==> src/rtl/core/isml_pkg.sv <==
`default_nettype none

package isml_pkg;

    localparam int MAX_RANGES_DEF = 64;

    localparam logic [1:0] ST_OK       = 2'd0;
    localparam logic [1:0] ST_EMPTY    = 2'd1;
    localparam logic [1:0] ST_FULL     = 2'd2;
    localparam logic [1:0] ST_OVERFLOW = 2'd3;

    localparam logic FUNC_ADD  = 1'b0;
    localparam logic FUNC_FIND = 1'b1;

    typedef struct packed {
        logic        func;
        logic [31:0] revision;
        logic [31:0] range_size;
    } in_t;

    typedef struct packed {
        logic        found;
        logic [31:0] previous_revision;
        logic [1:0]  status;
        logic [6:0]  entry_count;
    } out_t;

    typedef enum logic [2:0] {
        S_IDLE,
        S_PREP,
        S_WALK,
        S_FINISH,
        S_DONE
    } state_t;

    typedef struct packed {
        logic load;
        logic check;
        logic prime;
        logic step;
        logic finish;
    } cmd_t;

    typedef struct packed {
        logic early_out;
        logic walk_done;
    } sts_t;

endpackage

`default_nettype wire

==> src/rtl/core/isml_ctrl.sv <==
`default_nettype none

module isml_ctrl (
    input  wire                 clk,
    input  wire                 rst_n,
    input  wire                 start,
    input  isml_pkg::sts_t      sts,
    output isml_pkg::cmd_t      cmd,
    output logic                busy,
    output logic                done
);
    import isml_pkg::*;

    state_t state_reg;
    state_t state_next;

    always_ff @(posedge clk or negedge rst_n)
    begin
        if (!rst_n)
        begin
            state_reg <= S_IDLE;
        end
        else
        begin
            state_reg <= state_next;
        end
    end

    always_comb
    begin
        state_next = state_reg;
        cmd        = '0;
        busy       = 1'b1;
        done       = 1'b0;
        unique case (state_reg)
            S_IDLE:
            begin
                busy = 1'b0;
                if (start)
                begin
                    cmd.load   = 1'b1;
                    state_next = S_PREP;
                end
            end
            S_PREP:
            begin
                cmd.check = 1'b1;
                cmd.prime = 1'b1;
                state_next = sts.early_out ? S_DONE : S_WALK;
            end
            S_WALK:
            begin
                if (sts.walk_done)
                begin
                    state_next = S_FINISH;
                end
                else
                begin
                    cmd.step = 1'b1;
                end
            end
            S_FINISH:
            begin
                cmd.finish = 1'b1;
                state_next = S_DONE;
            end
            S_DONE:
            begin
                done       = 1'b1;
                state_next = S_IDLE;
            end
            default:
            begin
                state_next = S_IDLE;
            end
        endcase
    end

endmodule

`default_nettype wire

==> config.mk <==
export PLATFORM = sky130hd
export DESIGN_NAME = isml_ctrl
export DESIGN_NICKNAME = d
export VERILOG_FILES = /design/src/rtl/core/isml_pkg.sv /design/src/rtl/core/isml_ctrl.sv
export SDC_FILE = /design/constraint.sdc
export NUM_CORES = 1
export LEC_CHECK = 0
export BUFFER_PORTS_ARGS = -buffer_cell sky130_fd_sc_hd__buf_2
export CAP_MARGIN = 10
export CELL_PAD_IN_SITES_DETAIL_PLACEMENT = 1
export CELL_PAD_IN_SITES_GLOBAL_PLACEMENT = 2
export CORE_AREA = 3 3 40 42
export DETAILED_ROUTE_END_ITERATION = 8
export DIE_AREA = 0 0 43 45
export PLACE_DENSITY = 0.66
export SLEW_MARGIN = 20
export SYNTH_ARGS = -nofsm -noshare
export SYNTH_HDL_FRONTEND = slang
export SYNTH_SLANG_ARGS = --single-unit
==> constraint.sdc <==
create_clock -name clk -period 1.1 [get_ports clk]
set_input_delay 0 -clock clk [delete_from_list [all_inputs] [get_ports clk]]
set_output_delay 0 -clock clk [all_outputs]
set_load 0.03 [all_outputs]
# --- Word-level counts from Yosys, hierarchy flattened ---
# Cells that the tools add are included.
classes:
  n_eq_ne: 6
  muxes: 12
  n_reduce_logical: 2
ops:
  columns: ["op", "n"]
  rows:
  - ["case mux 3 bit (4 select lines)", 1]
  - ["two-way mux 3 bit", 3]
  - ["two-way mux 1 bit", 7]
  - ["equality test 3 x 2 -> 1 bit (second input constant)", 2]
  - ["!= test 2 bit (second input constant)", 2]
  - ["equality test 3 x 1 -> 1 bit (second input constant)", 1]
  - ["equality test 3 bit (second input constant)", 1]
  - ["logical NOT 3 bit", 1]
  - ["two-way mux 2 bit", 1]
  - ["AND reduction 2 bit", 1]
word_totals:
  register_bits: 3
  inputBits: 5
  out_inout_bits: 7

# --- Depth between registers and ports, before layout ---
# Gate-level depths: netlist of run 1.
depth:
  ltp_word: 3
  depth_mapped: 3
  depth_no_buf: 2

# --- Worst setup path after synthesis of run 1 ---
# No wires, ideal clock.
synth_path:
  path_kind: "reg-to-output"
  startpoint: "register state_reg[1]"
  endpoint: "output port cmd[1] (netlist name)"
  arrival_time_ns: 1.462
  t_required_ns: 1.100
  slack_ns: -0.362
  path_stages_with_launch: 4
  cell_sequence: "dfrtp_1 -> buf_6 -> inv_1 -> nor4_1"
synth_rtl:
  columns: ["element", "line", "source"]
  rows:
  - ["start, declared", "isml_ctrl.sv:14", "state_t state_reg;"]
  - ["start signal, assigned", "isml_ctrl.sv:25", "state_reg <= state_next;"]
  - ["end, declared", "isml_ctrl.sv:8", "output isml_pkg::cmd_t cmd,"]

==> out/qor.yml, run 1 <==
clock_tree:
  insertion_delay_ns: 0.23
  cts.sinks: 3
  path_clk_slew_ns: 0.04
  cts_max_path_buffers: 2
  htreeDepth: 1
  numCtsBuffers: 3
  cts_tree: "done"
  cts_root_buf: "clkbuf_4"
sta:
  skew_ns: 0.0002770
  fmax_mhz: 797.7
  relSlewSlack_pct: 85.63
  holdWs_ns: 0.08702
  min_period_ns: 1.254
  period_share_pct: 114.0
  finalSetupViolCount: 4
  setup_slack_ns: -0.1536
  worstMarginPinSlew_ns: 0.2149
  finalMaxSlewViolations: 0
  rsz0062_at_grt: "true"
  hold_violations: 0
logic_synthesis:
  yosysWarnings: 0
  ys_types: 14
  syn_area_per_cell_um2: 9.259
  synth-seq-cells: 3
  seq_area_frac_synth_pct: 40.54
  syn-instance-count: 20
  syn_area_um2: 185.2
  syn_nets: 25
power:
  p_switching_mw: 0.5772
  p_leak_nw: 0.2044
  p_int_mw: 0.7165
  fin_total_pwr_mw: 1.294
  p_seq_share_pct: 15.2
  swShare_pct: 44.62
  power_frac_comb_pct: 70.0
  p_clk_share_pct: 14.9
  power_density_mw_per_mm2: 3023
  peakVddDrop_v: 0.0009371
layout:
  drive_above_1_share_pct: 69.77
  largest_reg_flops: 3
  diodes: 0
  final_util_pct: 33.30
  synthToLayoutAreaGrowth_pct: 131.1
  fin_cells: 58
  fin_nets: 49
place:
  io_buffers: 11
  place.gp.congestion: 0.7033
  dp_cells: 48
  dp_slack_ns: 0.03143
  hpwl_um: 443.5
die:
  core_mm2: 0.001285
  fp.dieArea_mm2: 0.001935
  dieWidth_um: 43
  die_y_um: 45
  pin_count: 12
  initial_core_util_pct: 14.41
  num_rows: 13
routing:
  routedWlPerCell_um: 10.76
  drc: 0
  routed_wl_um: 624
  ant_nets: 0
  drt_pass1_iterations: 1
  dr_total_vias: 226
  via_per_inst: 3.897
  drt_iter0_drc: 0
critical_path:
  crit_path_end_kind: "output pin"
  crit_chain: "or3_4 -> nor2_4 -> buf_6"
  r2r_cells: 3
  worstPathMaxFanout: 4
  crit_end: "cmd[4]"
  crit_path_start_kind: "register"
  worstReg2RegStart: "state_reg[1]"
  r2r_setup_slack_ns: 0.08
  path_class: "register to output pin"
  max_stage_delay_ns: 0.40
  worst_path_max_delay_cell: "dfrtp_1"
  startpoint: "state_reg[2]"
  required_ns: 1.10
  cp_data_arrival_time_ns: 1.25
  r2r-end: "state_reg[1]"
global_routing:
  antenna_found_initial: 0
  grtUsageMet2_pct: 11.08
  grt_pass1_vias: 227
  grt_pass1_wl_um: 972
  grtUsageMet3_pct: 1.992
  grt_max_degree: 6
  grt_util_all_layers_pct: 7.101
  overflow: 0
  top_usage_layer: "met2"
  use_met1_pct: 8.273
run_status:
  violations: "setup timing"
  status: "finished, violations left"
min_path:
  min_path_type: "input pin to async pin"
flow_run:
  maxCapViolations: 0
-- final cells by class --
| class | instances | area [um^2] |
|---|---|---|
| Fill cell | 151 | 857.1 |
| Timing Repair Buffer | 21 | 168.9 |
| Multi-Input combinational cell | 13 | 131.4 |
| Sequential cell | 3 | 75.07 |
| Clock buffer | 4 | 26.28 |
| Tap cell | 15 | 18.77 |
| Inverter | 2 | 7.507 |
-- metal layers --
| metal | vias up | part of all wire, % |
|---|---|---|
| met1 | 105 | 37 |
| met4 | 0 | 0 |
| met2 | 10 | 54 |
| met5 | - | 0 |
| li1 | 111 | - |
| met3 | 0 | 9.1 |
-- worst max-delay path: cells and delay by family (launching register included) --
family | cells | cell delay [ns]
buffers and inverters | 1 | 0.13
DFF | 1 | 0.40
and+or+nand+nor | 2 | 0.49
-- timing repair --
item / 4_1_cts / 5_1_grt
pin swaps: 3 / 2
buffers inserted: 3 / 1
endpoints found under the setup margin: 7 / 8
resized for setup: 9 / 7
hold buffers: 2 / 0
endpoints found under the hold margin: 4 / 0
-- placed cells by master (no fill, tap or decap), drive strengths merged --
cell,netlist,routed
inv,2,2
buf,2,19
or3,1,1
nor4,1,1
dlygate4sd3,0,2
o32ai,1,1
mux2i,1,1
or2b,1,1
nor3,1,1
clkbuf,0,4
nor3b,1,1
dfrtp,3,3
nor2,5,5
nand2b,1,1
-- synth_stat cells, drive strengths merged --
library cell	instances	area [um^2]
nor2	5	21.27
dfrtp	3	75.07
buf	2	18.77
inv	2	7.510
mux2i	1	10.01
nand2b	1	6.260
nor3	1	5.000
nor3b	1	7.510
nor4	1	6.260
o32ai	1	8.760
or2b	1	7.510
or3	1	11.26
-- power by group through the flow --
stage | combinational [mW] | sequential [mW] | clock (mW)
after floorplan | 0.474 | 0.198 | 0
after global placement | 0.635 | 0.192 | 0
after detailed placement | 0.651 | 0.195 | 0
after CTS | 0.799 | 0.191 | 0.204
after global routing | 0.965 | 0.205 | 0.204
final | 0.905 | 0.196 | 0.192
-- cell families after synthesis --
group | Yosys count | share of synthesized area (%)
simple gates | 11 | 35.14
buf+inv | 4 | 14.19
flops | 3 | 40.54
compound gates | 1 | 4.731
mux | 1 | 5.406
-- how the worst min path moves through the flow --
| stage | start | endpoint | slack [ns] | depth (start not counted) |
|---|---|---|---|---|
| global route | rst_n | state_reg[1] | 0.11 | 2 |
| detailed placement | rst_n | state_reg[2] | -0.20 | 1 |
| global placement | rst_n | state_reg[0] | -0.21 | 1 |
| CTS | rst_n | state_reg[1] | 0.08 | 2 |
| finish | rst_n | state_reg[1] | 0.09 | 2 |
| floorplan | rst_n | state_reg[0] | -0.30 | 0 |
-- per-stage QoR --
step                cell area [um^2]   TNS, ns
floorplan                      203.9  -0.08697
global placement               289.0         0
detailed placement             289.0         0
CTS                            389.1   -0.6045
global route                   427.9   -0.6516
finish                         427.9   -0.4044
(Power assumes the default switching activity.)
==> inputs of run 2 (changes only) <==
--- a/config.mk
+++ b/config.mk
@@ -12,7 +12,9 @@
 export CORE_AREA = 3 3 40 42
 export DETAILED_ROUTE_END_ITERATION = 8
 export DIE_AREA = 0 0 43 45
+export MAX_ROUTING_LAYER = met4
 export PLACE_DENSITY = 0.66
+export SETUP_SLACK_MARGIN = 0.5
 export SLEW_MARGIN = 20
 export SYNTH_ARGS = -nofsm -noshare
 export SYNTH_HDL_FRONTEND = slang
==> run 2 against run 1 <==
Compared with the run above:
- the run ends with hold timing, setup timing left
- first-iteration DRC count rose by 3
- critical path depth unchanged
- largest power group unchanged
- die area is the same
- sequential share of layout area up 2.2 points
- flip-flop and latch count did not move
- clock power barely moved
==> out/qor.yml, run 2 (same netlist as run 1, synthesis figures left out) <==
run_status:
  status: "finished, violations left"
  violations: "hold timing, setup timing"
clock_tree:
  hold_buffers: 1  # -1
  cts_tree: "done"
  htreeDepth: 1  # unchanged
  cts.sinks: 3  # unchanged
  numCtsBuffers: 3  # unchanged
  cts_root_buf: "clkbuf_4"
  path_clk_slew_ns: 0.04  # about the same
  insertion_delay_ns: 0.23  # about the same
  cts_max_path_buffers: 2  # unchanged
place:
  hpwl_um: 470.2  # +6.0%
  place.gp.congestion: 0.6230  # -11%
  placed_area_um2: 310.3  # +7.4%
  io_buffers: 11  # unchanged
layout:
  nFillCells: 162  # +7.3%
  layout_common_cells: "buf_4, buf_2, nor2_4, clkbuf_4, dfrtp_1"
  final_util_pct: 29.60  # -3.7 points
  drive_above_1_share_pct: 66.67  # -3.1 points
  mostFrequentLayoutCell: "buf_4"
  largest_reg_flops: 3  # unchanged
  regArea_um2: 75.07  # unchanged
  postLayoutCellArea_um2: 380.4  # -11%
  multi_input_area_um2: 131.4  # unchanged
  fin_nets: 45  # -8.2%
  diodes: 0  # unchanged
  synthToLayoutAreaGrowth_pct: 105.4
critical_path:
  worst_path_max_delay_cell: "or3_4"
  worstPathMaxFanout: 2  # -2
  startpoint: "state_reg[0]"
  r2r_setup_slack_ns: 0.03  # -0.05 ns
  crit_end: "cmd[4]"
  crit_path_end_kind: "output pin"
  required_ns: 1.10  # about the same
  cp_data_arrival_time_ns: 1.23  # -0.02 ns
  path_class: "register to output pin"
  worstReg2RegStart: "state_reg[0]"
  crit_chain: "or3_4 -> nor2_4 -> buf_6"
  r2r_cells: 4  # +1
  r2r-end: "state_reg[1]"
  max_stage_delay_ns: 0.41  # about the same
  crit_path_start_kind: "register"
global_routing:
  grt_max_degree: 6  # unchanged
  grt_pass1_wl_um: 959  # -1.3%
  grt_util_all_layers_pct: 7.997  # +0.90 points
  grt_pass1_vias: 223  # -1.8%
  overflow: 0  # unchanged
  antenna_found_initial: 0  # unchanged
sta:
  skew_ns: 0.002034  # +0.001757 ns
  relSlewSlack_pct: 85.25  # -0.38 points
  setup_slack_ns: -0.1345  # +0.01912 ns
  fmax_mhz: 810.0  # +1.5%
  finalSetupViolCount: 6  # +2
  finalMaxSlewViolations: 0  # unchanged
  min_period_ns: 1.235  # -0.01912 ns
  period_share_pct: 112.2  # -1.7 points
  worstMarginPinSlew_ns: 0.2205  # +0.005693 ns
  hold_violations: 1  # +1
  rsz0062_at_grt: "true"
  holdWs_ns: -0.01494  # -0.1020 ns
power:
  p_leak_nw: 0.1775  # -13%
  power_density_mw_per_mm2: 3166  # +4.7%
  peakVddDrop_v: 0.0005121  # -45%
routing:
  drt_pass1_iterations: 2  # +1
  drc: 0  # unchanged
  via_per_inst: 3.759  # -3.5%
  ant_nets: 0  # unchanged
  dr_total_vias: 203  # -10%
  routed_wl_um: 580  # -7.1%
  drt_iter0_drc: 3  # +3
  routedWlPerCell_um: 10.74  # -0.17%
die:
  core_mm2: 0.001285  # unchanged
  die_y_um: 45  # unchanged
  pin_count: 12  # unchanged
  dieWidth_um: 43  # unchanged
  num_rows: 13  # unchanged
  initial_core_util_pct: 14.41  # unchanged
  fp.dieArea_mm2: 0.001935  # unchanged
flow_run:
  maxCapViolations: 0  # unchanged
min_path:
  min_path_type: "input pin to register"
run 2: routing by layer:
layer	track usage (%)	part of all wire (%)	vias up
met2	13.77	62	5
met5	-	0	-
met4	10.84	4.3	0
met3	2.390	4.8	2
li1	-	-	102
met1	5.583	28	94
run 2: worst min path at each step:
| stage | from | depth (start not counted) | slack [ns] | to |
|---|---|---|---|---|
| 2_1_floorplan | rst_n | 0 | -0.30 | state_reg[0] |
| 3_3_place_gp | rst_n | 1 | -0.20 | state_reg[2] |
| 3_5_place_dp | rst_n | 1 | -0.20 | state_reg[2] |
| 4_1_cts | sts[1] | 2 | -0.02 | state_reg[1] |
| 5_1_grt | sts[1] | 2 | -0.02 | state_reg[1] |
| 6_report | sts[1] | 2 | -0.01 | state_reg[1] |
run 2: final cells by class:
class                           count  area share, %
Clock buffer                        4          6.908
Inverter                            2          1.974
Multi-Input combinational cell     13          34.54
Sequential cell                     3          19.74
Tap cell                           15          4.934
Timing Repair Buffer               17          31.91
run 2: through the flow:
step	total power, mW	setup TNS (ns)	std cells	worst slack [ns]
after floorplan	0.7422	-0.02345	20	-0.02059
after global placement	0.8932	0	48	0.07062
after detailed placement	0.9097	0	48	0.01873
after CTS	1.222	-0.5235	54	-0.1536
after global routing	1.277	-0.8349	54	-0.1889
final	1.204	-0.4202	54	-0.1345
run 2: worst max-delay path, delay by kind of cell (launching register included):
kind | cells | cell delay, ns
flip-flops | 1 | 0.38
AND/OR/NAND/NOR | 2 | 0.50
buffers and inverters | 1 | 0.13
run 2: repair_timing:
action / 4_1_cts / 5_1_grt
pin swaps: 0 / 0
hold endpoints to repair: 4 / 1
setup endpoints to repair: 10 / 10
gates resized for setup: 9 / 0
setup buffers: 1 / 0
run 2: where the power goes:
| group | leakage, nW | internal (mW) | switching [mW] | total, mW |
|---|---|---|---|---|
| sequential | 0.0390 | 0.154 | 0.0325 | 0.186 |
| combinational | 0.123 | 0.356 | 0.470 | 0.826 |
| clock | 0.0150 | 0.136 | 0.0562 | 0.192 |
